**src/hw/rtl/rbcf_pkg.sv**
```systemverilog
// ----------------------------------------------------------------------------
// rbcf_pkg
// Shared types and constants of the remote button command framer.
// ----------------------------------------------------------------------------
`default_nettype none

package rbcf_pkg;

	localparam int unsigned QUEUE_DEPTH_DEF = 2;

	localparam int unsigned CFG_INDEX_W = 3;
	localparam int unsigned CFG_DATA_W  = 16;

	localparam logic [CFG_INDEX_W-1:0] CFG_TARGET_ID_ONE     = 3'd0;
	localparam logic [CFG_INDEX_W-1:0] CFG_TARGET_ID_TWO     = 3'd1;
	localparam logic [CFG_INDEX_W-1:0] CFG_TARGET_ID_THREE   = 3'd2;
	localparam logic [CFG_INDEX_W-1:0] CFG_EMERGENCY_REPEATS = 3'd3;
	localparam logic [CFG_INDEX_W-1:0] CFG_STOP_REPEATS      = 3'd4;
	localparam logic [CFG_INDEX_W-1:0] CFG_IDLE_FINE_LIMIT   = 3'd5;
	localparam logic [CFG_INDEX_W-1:0] CFG_IDLE_COARSE_LIMIT = 3'd6;

	localparam logic [7:0] RST_TARGET_ID_ONE     = 8'd117;
	localparam logic [7:0] RST_TARGET_ID_TWO     = 8'd45;
	localparam logic [7:0] RST_TARGET_ID_THREE   = 8'd46;
	localparam logic [4:0] RST_EMERGENCY_REPEATS = 5'd20;
	localparam logic [4:0] RST_STOP_REPEATS      = 5'd30;
	localparam logic [15:0] RST_IDLE_FINE_LIMIT  = 16'd2000;
	localparam logic [9:0] RST_IDLE_COARSE_LIMIT = 10'd480;

	localparam logic [7:0] PKT_HEADER    = 8'h55;
	localparam logic [7:0] PKT_OPCODE    = 8'h11;
	localparam logic [7:0] CMD_EMERGENCY = 8'd64;
	localparam logic [7:0] CMD_STOP      = 8'd255;

	localparam logic [4:0] BLINK_ON_BELOW   = 5'd10;
	localparam logic [4:0] BLINK_WRAP       = 5'd20;
	localparam logic [5:0] SLEEP_ON_BELOW   = 6'd3;
	localparam logic [5:0] SLEEP_BLINK_MAX  = 6'd50;
	localparam logic [9:0] COARSE_WRAP      = 10'd1000;

	localparam logic [2:0] BEAT_HEADER = 3'd0;
	localparam logic [2:0] BEAT_ID_ONE = 3'd1;
	localparam logic [2:0] BEAT_ID_TWO = 3'd2;
	localparam logic [2:0] BEAT_ID_THR = 3'd3;
	localparam logic [2:0] BEAT_OPCODE = 3'd4;
	localparam logic [2:0] BEAT_CMD0   = 3'd5;
	localparam logic [2:0] BEAT_CMD1   = 3'd6;

	typedef struct packed {
		logic [7:0]  target_id_one;
		logic [7:0]  target_id_two;
		logic [7:0]  target_id_three;
		logic [4:0]  emergency_repeats;
		logic [4:0]  stop_repeats;
		logic [15:0] idle_fine_limit;
		logic [9:0]  idle_coarse_limit;
	} cfg_t;

	typedef struct packed {
		logic       send;
		logic [7:0] cmd0;
		logic [7:0] cmd1;
		logic       radio_sleep;
		logic       led_power;
		logic       led_alarm;
	} job_t;

endpackage

`default_nettype wire

```
**src/hw/rtl/rbcf_front.sv**
```systemverilog
// ----------------------------------------------------------------------------
// rbcf_front
// Classifies one button scan, updates counters, timers and LEDs, emits a job.
// ----------------------------------------------------------------------------
`default_nettype none

module rbcf_front (
	input  wire logic          clk,
	input  wire logic          arst_n,
	input  wire rbcf_pkg::cfg_t cfg,
	input  wire logic          scan_valid,
	output logic               scan_ready,
	input  wire logic          emergency_pressed,
	input  wire logic [5:0]    buttons_first,
	input  wire logic [5:0]    buttons_second,
	output logic               job_push,
	output rbcf_pkg::job_t     job,
	input  wire logic          queue_full
);
	import rbcf_pkg::*;

	logic [4:0]  emergency_count_q, emergency_count_n;
	logic [4:0]  stop_count_q, stop_count_n;
	logic [4:0]  blink_count_q, blink_count_n;
	logic [7:0]  last_command_q, last_command_n;
	logic [15:0] idle_fine_q, idle_fine_n;
	logic [9:0]  idle_coarse_q, idle_coarse_n;
	logic [5:0]  sleep_blink_q, sleep_blink_n;
	logic        radio_asleep_q, radio_asleep_n;
	logic        power_led_q, power_led_n;
	logic        alarm_led_q, alarm_led_n;
	logic        send;
	logic [7:0]  cmd0, cmd1;
	logic        accept;

	assign scan_ready = !queue_full;
	assign accept     = scan_valid && scan_ready;
	assign job_push   = accept;

	always_comb begin
		logic [5:0]  any;
		logic        clash;
		logic [4:0]  blink_inc;
		logic [15:0] fine_inc;
		logic [9:0]  coarse_inc;
		logic [5:0]  sleep_inc;

		emergency_count_n = emergency_count_q;
		stop_count_n      = stop_count_q;
		blink_count_n     = blink_count_q;
		last_command_n    = last_command_q;
		idle_fine_n       = idle_fine_q;
		idle_coarse_n     = idle_coarse_q;
		sleep_blink_n     = sleep_blink_q;
		radio_asleep_n    = radio_asleep_q;
		power_led_n       = power_led_q;
		alarm_led_n       = alarm_led_q;
		send              = 1'b0;
		cmd0              = '0;
		cmd1              = '0;
		coarse_inc        = '0;
		sleep_inc         = '0;

		any       = buttons_first | buttons_second;
		clash     = (any[5:4] == 2'b11) || (any[3:2] == 2'b11) || (any[1:0] == 2'b11);
		blink_inc = blink_count_q + 5'd1;

		if (emergency_pressed) begin
			if (emergency_count_q < cfg.emergency_repeats) begin
				radio_asleep_n    = 1'b0;
				alarm_led_n       = 1'b1;
				power_led_n       = 1'b0;
				last_command_n    = CMD_EMERGENCY;
				cmd0              = CMD_EMERGENCY;
				send              = 1'b1;
				emergency_count_n = emergency_count_q + 5'd1;
			end
			if (emergency_count_n == cfg.emergency_repeats) begin
				idle_coarse_n  = '0;
				radio_asleep_n = 1'b1;
				alarm_led_n    = 1'b0;
				power_led_n    = 1'b0;
			end
		end else if (any != 6'd0) begin
			if (!clash) begin
				alarm_led_n       = 1'b0;
				emergency_count_n = '0;
				stop_count_n      = '0;
				radio_asleep_n    = 1'b0;
				idle_fine_n       = '0;
				idle_coarse_n     = '0;
				last_command_n    = {2'b00, buttons_first};
				cmd0              = {2'b00, buttons_first};
				cmd1              = {2'b00, buttons_second};
				send              = 1'b1;
				power_led_n       = (blink_inc < BLINK_ON_BELOW);
				blink_count_n     = (blink_inc == BLINK_WRAP) ? 5'd0 : blink_inc;
			end
		end else if (last_command_q != CMD_EMERGENCY) begin
			alarm_led_n = 1'b0;
			power_led_n = 1'b0;
			if (stop_count_q < cfg.stop_repeats) begin
				cmd0         = CMD_STOP;
				send         = 1'b1;
				stop_count_n = stop_count_q + 5'd1;
			end
		end

		// two-level idle timer
		fine_inc    = idle_fine_n + 16'd1;
		idle_fine_n = fine_inc;
		if (fine_inc > cfg.idle_fine_limit) begin
			idle_fine_n   = '0;
			coarse_inc    = idle_coarse_n + 10'd1;
			idle_coarse_n = coarse_inc;
			if (coarse_inc > cfg.idle_coarse_limit) begin
				radio_asleep_n = 1'b1;
				power_led_n    = 1'b0;
				sleep_inc      = sleep_blink_q + 6'd1;
				alarm_led_n    = (sleep_inc < SLEEP_ON_BELOW);
				sleep_blink_n  = (sleep_inc > SLEEP_BLINK_MAX) ? 6'd0 : sleep_inc;
				if (coarse_inc == COARSE_WRAP)
					idle_coarse_n = cfg.idle_coarse_limit + 10'd1;
			end
		end
	end

	assign job.send        = send;
	assign job.cmd0        = cmd0;
	assign job.cmd1        = cmd1;
	assign job.radio_sleep = radio_asleep_n;
	assign job.led_power   = power_led_n;
	assign job.led_alarm   = alarm_led_n;

	always_ff @(posedge clk or negedge arst_n) begin
		if (!arst_n) begin
			emergency_count_q <= '0;
			stop_count_q      <= '0;
			blink_count_q     <= '0;
			last_command_q    <= '0;
			idle_fine_q       <= '0;
			idle_coarse_q     <= '0;
			sleep_blink_q     <= '0;
			radio_asleep_q    <= 1'b0;
			power_led_q       <= 1'b1;
			alarm_led_q       <= 1'b0;
		end else if (accept) begin
			emergency_count_q <= emergency_count_n;
			stop_count_q      <= stop_count_n;
			blink_count_q     <= blink_count_n;
			last_command_q    <= last_command_n;
			idle_fine_q       <= idle_fine_n;
			idle_coarse_q     <= idle_coarse_n;
			sleep_blink_q     <= sleep_blink_n;
			radio_asleep_q    <= radio_asleep_n;
			power_led_q       <= power_led_n;
			alarm_led_q       <= alarm_led_n;
		end
	end

endmodule

`default_nettype wire

```
**src/hw/rtl/rbcf_queue.sv**
```systemverilog
// ----------------------------------------------------------------------------
// rbcf_queue
// Small job queue between the scan front end and the packet serializer.
// ----------------------------------------------------------------------------
`default_nettype none

module rbcf_queue #(
	parameter int unsigned DEPTH = rbcf_pkg::QUEUE_DEPTH_DEF  // 2 or more
) (
	input  wire logic           clk,
	input  wire logic           arst_n,
	input  wire logic           push,
	input  wire rbcf_pkg::job_t push_job,
	output logic                full,
	input  wire logic           pop,
	output logic                head_valid,
	output rbcf_pkg::job_t      head_job
);
	import rbcf_pkg::*;

	localparam int unsigned PW = $clog2(DEPTH);
	localparam int unsigned CW = $clog2(DEPTH + 1);
	localparam logic [PW-1:0] PTR_LAST = PW'(DEPTH - 1);
	localparam logic [CW-1:0] CNT_FULL = CW'(DEPTH);

	job_t          slots_q [DEPTH];
	logic [PW-1:0] wr_ptr_q, rd_ptr_q;
	logic [CW-1:0] count_q;

	assign full       = (count_q == CNT_FULL);
	assign head_valid = (count_q != '0);
	assign head_job   = slots_q[rd_ptr_q];

	always_ff @(posedge clk) begin
		if (push)
			slots_q[wr_ptr_q] <= push_job;
	end

	always_ff @(posedge clk or negedge arst_n) begin
		if (!arst_n) begin
			wr_ptr_q <= '0;
			rd_ptr_q <= '0;
			count_q  <= '0;
		end else begin
			if (push)
				wr_ptr_q <= (wr_ptr_q == PTR_LAST) ? '0 : wr_ptr_q + PW'(1);
			if (pop)
				rd_ptr_q <= (rd_ptr_q == PTR_LAST) ? '0 : rd_ptr_q + PW'(1);
			if (push && !pop)
				count_q <= count_q + CW'(1);
			else if (pop && !push)
				count_q <= count_q - CW'(1);
		end
	end

endmodule

`default_nettype wire

```
**src/hw/rtl/rbcf_back.sv**
```systemverilog
// ----------------------------------------------------------------------------
// rbcf_back
// Serializes each job into seven packet beats, or one empty status beat.
// ----------------------------------------------------------------------------
`default_nettype none

module rbcf_back (
	input  wire logic           clk,
	input  wire logic           arst_n,
	input  wire rbcf_pkg::cfg_t cfg,
	input  wire logic           head_valid,
	input  wire rbcf_pkg::job_t head_job,
	output logic                pop,
	output logic                out_valid,
	input  wire logic           out_ready,
	output logic [7:0]          out_byte,
	output logic                out_byte_valid,
	output logic                out_last,
	output logic [2:0]          out_status     // sleep, power led, alarm led
);
	import rbcf_pkg::*;

	logic [2:0] beat_q;
	logic       out_valid_q;
	logic [7:0] byte_q;
	logic       byte_valid_q;
	logic       last_q;
	logic [2:0] status_q;
	logic       load;
	logic       last_beat;
	logic [7:0] beat_byte;

	assign load      = head_valid && (!out_valid_q || out_ready);
	assign last_beat = !head_job.send || (beat_q == BEAT_CMD1);
	assign pop       = load && last_beat;

	always_comb begin
		unique case (beat_q)
			BEAT_HEADER: beat_byte = PKT_HEADER;
			BEAT_ID_ONE: beat_byte = cfg.target_id_one;
			BEAT_ID_TWO: beat_byte = cfg.target_id_two;
			BEAT_ID_THR: beat_byte = cfg.target_id_three;
			BEAT_OPCODE: beat_byte = PKT_OPCODE;
			BEAT_CMD0:   beat_byte = head_job.cmd0;
			BEAT_CMD1:   beat_byte = head_job.cmd1;
			default:     beat_byte = '0;
		endcase
	end

	always_ff @(posedge clk or negedge arst_n) begin
		if (!arst_n) begin
			beat_q      <= BEAT_HEADER;
			out_valid_q <= 1'b0;
		end else begin
			if (load)
				beat_q <= last_beat ? BEAT_HEADER : beat_q + 3'd1;
			if (load)
				out_valid_q <= 1'b1;
			else if (out_ready)
				out_valid_q <= 1'b0;
		end
	end

	always_ff @(posedge clk) begin
		if (load) begin
			byte_q       <= head_job.send ? beat_byte : 8'd0;
			byte_valid_q <= head_job.send;
			last_q       <= last_beat;
			status_q     <= {head_job.led_alarm, head_job.led_power, head_job.radio_sleep};
		end
	end

	assign out_valid      = out_valid_q;
	assign out_byte       = byte_q;
	assign out_byte_valid = byte_valid_q;
	assign out_last       = last_q;
	assign out_status     = status_q;

endmodule

`default_nettype wire

```
**src/hw/rtl/remote_button_command_framer.sv**
```systemverilog
// ----------------------------------------------------------------------------
// remote_button_command_framer
// Turns remote-control button scans into radio packets and LED/sleep status.
// ----------------------------------------------------------------------------
// An accepted scan's job is written into the job queue, then loaded beat by beat
//   into the single-byte output register: seven beats for a packet, one otherwise;
//   a stalled receiver holds the register, and scans are taken while the queue has room.
// Reset: asynchronous, active low; counters and timers clear, power LED lit,
//   configuration registers return to their defaults.
`default_nettype none

module remote_button_command_framer #(
	parameter int unsigned QUEUE_DEPTH = rbcf_pkg::QUEUE_DEPTH_DEF
) (
	input  wire logic                             clk,
	input  wire logic                             arst_n,
	input  wire logic                             cfg_wen,
	input  wire logic [rbcf_pkg::CFG_INDEX_W-1:0] cfg_index,
	input  wire logic [rbcf_pkg::CFG_DATA_W-1:0]  cfg_data,
	input  wire logic                             s_axis_tvalid,
	output logic                                  s_axis_tready,
	// emergency_pressed[0], buttons_first[6:1], buttons_second[12:7], zero pad
	input  wire logic [15:0]                      s_axis_tdata,
	output logic                                  m_axis_tvalid,
	input  wire logic                             m_axis_tready,
	// tx_byte[7:0], radio_sleep[8], led_power[9], led_alarm[10], zero pad
	output logic [15:0]                           m_axis_tdata,
	output logic                                  m_axis_tlast,
	// tx_valid[0]
	output logic [0:0]                            m_axis_tuser
);
	import rbcf_pkg::*;

	cfg_t       cfg_q;
	job_t       push_job, head_job;
	logic       job_push, queue_full, head_valid, pop;
	logic [7:0] out_byte;
	logic       out_byte_valid;
	logic [2:0] out_status;

	always_ff @(posedge clk or negedge arst_n) begin
		if (!arst_n) begin
			cfg_q.target_id_one     <= RST_TARGET_ID_ONE;
			cfg_q.target_id_two     <= RST_TARGET_ID_TWO;
			cfg_q.target_id_three   <= RST_TARGET_ID_THREE;
			cfg_q.emergency_repeats <= RST_EMERGENCY_REPEATS;
			cfg_q.stop_repeats      <= RST_STOP_REPEATS;
			cfg_q.idle_fine_limit   <= RST_IDLE_FINE_LIMIT;
			cfg_q.idle_coarse_limit <= RST_IDLE_COARSE_LIMIT;
		end else if (cfg_wen) begin
			unique case (cfg_index)
				CFG_TARGET_ID_ONE:     cfg_q.target_id_one     <= cfg_data[7:0];
				CFG_TARGET_ID_TWO:     cfg_q.target_id_two     <= cfg_data[7:0];
				CFG_TARGET_ID_THREE:   cfg_q.target_id_three   <= cfg_data[7:0];
				CFG_EMERGENCY_REPEATS: cfg_q.emergency_repeats <= cfg_data[4:0];
				CFG_STOP_REPEATS:      cfg_q.stop_repeats      <= cfg_data[4:0];
				CFG_IDLE_FINE_LIMIT:   cfg_q.idle_fine_limit   <= cfg_data[15:0];
				CFG_IDLE_COARSE_LIMIT: cfg_q.idle_coarse_limit <= cfg_data[9:0];
				default: ;
			endcase
		end
	end

	rbcf_front u_front (
		.clk               (clk),
		.arst_n            (arst_n),
		.cfg               (cfg_q),
		.scan_valid        (s_axis_tvalid),
		.scan_ready        (s_axis_tready),
		.emergency_pressed (s_axis_tdata[0]),
		.buttons_first     (s_axis_tdata[6:1]),
		.buttons_second    (s_axis_tdata[12:7]),
		.job_push          (job_push),
		.job               (push_job),
		.queue_full        (queue_full)
	);

	rbcf_queue #(
		.DEPTH (QUEUE_DEPTH)
	) u_queue (
		.clk        (clk),
		.arst_n     (arst_n),
		.push       (job_push),
		.push_job   (push_job),
		.full       (queue_full),
		.pop        (pop),
		.head_valid (head_valid),
		.head_job   (head_job)
	);

	rbcf_back u_back (
		.clk            (clk),
		.arst_n         (arst_n),
		.cfg            (cfg_q),
		.head_valid     (head_valid),
		.head_job       (head_job),
		.pop            (pop),
		.out_valid      (m_axis_tvalid),
		.out_ready      (m_axis_tready),
		.out_byte       (out_byte),
		.out_byte_valid (out_byte_valid),
		.out_last       (m_axis_tlast),
		.out_status     (out_status)
	);

	assign m_axis_tdata = {5'b00000, out_status, out_byte};
	assign m_axis_tuser = out_byte_valid;

endmodule

`default_nettype wire

```
**config.mk**
```make
export PLATFORM = sky130hd
export DESIGN_NAME = remote_button_command_framer
export DESIGN_NICKNAME = d
export VERILOG_FILES = /design/src/hw/rtl/rbcf_pkg.sv /design/src/hw/rtl/rbcf_front.sv /design/src/hw/rtl/rbcf_queue.sv /design/src/hw/rtl/rbcf_back.sv /design/src/hw/rtl/remote_button_command_framer.sv
export SDC_FILE = /design/constraint.sdc
export NUM_CORES = 1
export LEC_CHECK = 0
export BUFFER_PORTS_ARGS = -buffer_cell sky130_fd_sc_hd__buf_4
export CAP_MARGIN = 5
export CORE_MARGIN = 4
export CORE_UTILIZATION = 40
export CTS_CLUSTER_DIAMETER = 150
export DETAILED_ROUTE_END_ITERATION = 7
export PLACE_DENSITY = 0.65
export SLEW_MARGIN = 20
export SYNTH_ARGS = -nofsm -noshare
export SYNTH_HDL_FRONTEND = slang
export SYNTH_HIERARCHICAL = 1
export SYNTH_SLANG_ARGS = --single-unit
```
**constraint.sdc**
```tcl
create_clock -name clk -period 15.4 [get_ports clk]
set_input_delay 2.31 -clock clk [delete_from_list [all_inputs] [get_ports clk]]
set_output_delay 2.31 -clock clk [all_outputs]
set_load 0.01 [all_outputs]
```
==> summary.md <==
The run finished with clean final reports. During I/O placement, the number of pins put on the boundary was 60. Synthesis inferred 178 register bits. The setup path with the least slack is of type primary input to flop. For the global-route total usage across every layer, the log shows 0.158.

The tools report the timing startpoint of the critical path as s_axis_tdata[2]. The run gives 6947 as the number of global-route vias before repair. 0 antenna diodes ended up in the layout.

The run gives 0 as the final-report max-slew violation count. dfrtp_1 takes more of the synthesized area than any other cell. The worst hold path terminates at u_front/power_led_q$_DFFE_PN1P_. After clock tree synthesis, the flow added hold-fix buffers numbering 0. The logic depth of the worst register-to-register path came out at 21.

The power per cell area was 152 nW/µm². The async set-reset flop share out of synthesis works out to 0.702. Final critical-path share of the clock period: 0.473. Each instance of the synthesized netlist takes up on average 11.1 µm². Wires add up to 21900 µm. Data on the critical path is required at its endpoint by 15720 ps. The tools report the summed instance area of the synthesized netlist as 10100 µm².

The buffer depth of the longest clock path is 2. The top cell family by delay on the critical path is simple AND/OR/NAND/NOR gates. The initial cell density of the core was 0.410; the post-CTS setup buffer count was 0. The worst vdd rail ir drop was 74.3 µV; the transition at the pin with the smallest max-transition slack was 1030 ps.

Global routing finished with a remaining overflow of 0. The layout net count is 1041. In this run the critical register-to-register path is captured at u_front/radio_asleep_q$_DFFE_PN0P_. The die covers 27900 µm². Detailed placement ended at an HPWL of 15400 µm. The critical path runs through a total of 19 cells. The compound-gate portion of the synthesized area was 0.136. In this run the vertical extent of the chip is 167 µm. Xor-xnor portion of the synthesized cell area: 0.0354. The clock transition at the register clock pins on the worst setup and hold paths after CTS came out at 70 ps. TritonCTS built the clock tree. Entering global routing, the biggest net connects 66 pins. Setup repair after global routing left no endpoint under its margin. The tools report the post-cts repair resize count as 0. The number of iterations in the first detailed-routing pass is 5. The tightest min-delay check is of the flop to flop type. The worst register-to-register path begins at cfg_q[33]$_DFFE_PN1P_.

In the synthesized netlist the dominant register cell turns out to be dfrtp_1. Data on the critical path arrives at its endpoint at 7600 ps. The cell sitting at the root of the clock tree is a clkbuf_16. The kind of start point of the critical path was a primary input. The number of clock sinks is 178, and the largest fanout on the critical path is 30.

The fraction of final layout cells with drive strength greater than 1 is 0.248. The setup skew after layout was 12.6 ps; the number of max-cap violations was 0. The sum of negative setup slack is 0 ps, and the per-cell via count in the routed design is 5.49.

The CTS buffer count is 17, and the total number of yosys warnings is 6. The run gives 440 ps as the clock latency at the later pin of the worst-skew pair. The minimum setup slack among reg-to-reg paths was 9040 ps. Including well taps, the total number of placed cells is 1257. The H-tree was split into 4 levels. Port buffering added 51 buffers.

Summed over all cells, the static leakage comes to 0.00478 µW. Count of buffering cells on the critical path with inverters included: 2. Combinational family with the most area after synthesis: simple AND/OR/NAND/NOR gates. The worst hold path was traced through 2 stages.

After technology mapping, the gate count stands at 911. The logs give 1289 for the filler-free cell count of the finished design and 24600 µm² for the area inside the core boundary. Row generation in the floorplan step produced 57 rows.

Startpoint of the tightest hold check path: u_front/power_led_q$_DFFE_PN1P_. Based on the critical path, the design can be clocked at up to 0.137 GHz. Measured along the x axis, the die boundary spans 167 µm.

The number of antenna-violating nets in the routed design was 0; the remaining routing DRC violations was 0. The number of antenna violations at the first check in global routing was 0; the total number of vias was 7073. The worst path in the final design needs a cycle of 7280 ps, including I/O delays and setup. The area share of the leading cell type in the synthesized netlist works out to 0.235.

The slowest stage cell on the critical path is a2111oi_2. At the end of routability-driven placement, the weighted congestion stood at 0.840. The average wire per cell in the routed design works out to 17.0 µm.

In this run, distinct cell masters in the synthesized netlist total 86. Counting the fill cells in the layout gives 2305. The proportion of synthesized area in mux cells was 0.102. The critical path goes through buf_4 -> nor4_1 -> nand3_1 -> and2_1 -> buf_4 -> or2_1 -> nor2_1 -> ha_1 -> nand4_1 -> or3_1 -> a21oi_1 -> ha_1 -> nand4_1 -> a211oi_1 -> a2111oi_2 -> nor2_1 -> and2_1 -> a311o_1 -> mux2_2. The tools report the sequential cell area fraction in the yosys report as 0.471. Sorting the synthesized cells by area gives the leading types as dfrtp_1 24%, edfxtp_1 16%, dfstp_2 7.8%. Compared with the post-synthesis result, the final layout area differs by 11.2%. The simple-gate share of the synthesized area is 0.143, and the total setup violations reported at the end of the flow is 0. The critical path capture point type was a flop. The relative max-transition margin came out at 0.315. The final-report hold violation count is 0, and the worst stage delay on the critical path is 590 ps. In this run, the number of DRC markers left after iteration 0 of detailed routing was 389.

The synthesized design contains 53 enable-type register cells. The first global-routing pass estimated 35900 µm of wire. The adder and majority gate portion of the synthesized area was 0.0607.
==> cell type report <==
class | instances | area, µm² | share of cell area
Clock inverter | 13 | 114 | 0.0101
Clock buffer | 19 | 443 | 0.0394
Multi-Input combinational cell | 638 | 4850 | 0.432
Sequential cell | 178 | 4760 | 0.423
Timing Repair Buffer | 60 | 450 | 0.0401
Tap cell | 324 | 405 | 0.0361
Inverter | 57 | 214 | 0.0190
==> worst max-delay path by stage <==
stage,endpoint
2_1_floorplan,u_queue/slots_q[0][2]$_DFFE_PP_
3_3_place_gp,u_front/idle_coarse_q[9]$_DFFE_PN0P_
3_5_place_dp,u_front/idle_coarse_q[3]$_DFFE_PN0P_
4_1_cts,u_front/radio_asleep_q$_DFFE_PN0P_
5_1_grt,u_front/radio_asleep_q$_DFFE_PN0P_
6_report,u_front/radio_asleep_q$_DFFE_PN0P_
==> cells by family after synthesis <==
| group | after synthesis |
|---|---|
| AO/OA/AOI/OAI | 186 |
| XOR/XNOR | 40 |
| adder cells (fa/ha/maj) | 49 |
| buffers and inverters | 100 |
| flip-flops | 178 |
| multiplexers | 85 |
| other | 2 |
| AND/OR/NAND/NOR | 271 |
==> stage by stage <==
step	total power [µW]	utilization	setup WS, ps	instance area (µm²)	hold WS [ps]
floorplan	1170	-	8920	10100	447
global placement	1290	0.434	7770	10700	467
detailed placement	1310	0.434	7750	10700	473
CTS	1720	0.457	8160	11200	485
global route	1820	0.457	7800	11200	512
finish	1710	0.457	8120	11200	487
==> sequential cells by signal (all words and copies together), names as in the netlist <==
signal,flops
u_front/sleep_blink_q,6
u_front/idle_coarse_q,10
u_queue/slots_q,40
u_back/out_last,1
cfg_q,60
u_front/alarm_led_q,1
u_queue/count_q,2
u_back/out_byte_valid,1
u_front/blink_count_q,5
u_back/out_byte,8
u_front/emergency_count_q,5
u_front/idle_fine_q,16
u_front/last_command_q,7
u_back/out_status,3
u_back/out_valid,1
u_back/beat_q,3
u_queue/wr_ptr_q,1
u_front/radio_asleep_q,1
u_front/stop_count_q,5
u_front/power_led_q,1
u_queue/rd_ptr_q,1
==> cells in the mapped netlist, drive strengths merged, types with 5 or more instances <==
cell and count:
a32o 5, nand3 26, a22o 10, inv 57, edfxtp 53, ha 49, a21o 15, or2 5
dfstp 30, dfrtp 95, nor2b 13, nand4 13, and3 8, xor2 15, clkbuf 15, buf 28
o31ai 16, a211oi 12, or3 8, nand2b 14, and2 18, nor4 8, o41ai 9, mux2 83
xnor2 25, nor3 12, nor2 41, nand2 88, a21oi 28, a22oi 8, o21ai 40
==> metal layers <==
| metal | up-vias | part of all wire | wire length, µm | track usage |
|---|---|---|---|---|
| li1 | 3389 | - | - | - |
| met1 | 3476 | 0.46 | 10100 | 0.214 |
| met2 | 180 | 0.47 | 10400 | 0.253 |
| met3 | 28 | 0.047 | 1040 | 0.0308 |
| met5 | - | 0 | 0 | 0 |
| met4 | 0 | 0.018 | 395 | 0.0537 |
==> worst register-to-register path, stage by stage, from the launching register on <==
cell and delay [ps]:
dfstp_2 560, inv_1 50, ha_1 290, nand2_1 60, o21ai_2 350, a21o_1 380
a31oi_1 210, nor4_4 670, or2_1 510, nor2_1 110, ha_1 310, nand4_1 120
o21ai_0 150, a21oi_1 190, ha_1 270, nand4_1 160, a211oi_1 70, a2111oi_2 590
nor2_1 230, and2_1 310, a311o_1 380, mux2_2 270
==> cell usage in the layout, fill, tap and decap left out, drive strengths merged, types with 30 or more instances in the layout <==
| cell | n |
|---|---|
| dfstp | 30 |
| dfrtp | 95 |
| nand2 | 88 |
| ha | 49 |
| inv | 66 |
| edfxtp | 53 |
| o21ai | 40 |
| buf | 60 |
| mux2 | 83 |
| nor2 | 41 |
==> report_power, final <==
group	switching, µW	internal [µW]	leakage [µW]
Combinational	323	264	0.00247
Sequential	78.3	633	0.00204
Clock	195	217	0.000275
(Power assumes the default switching activity.)
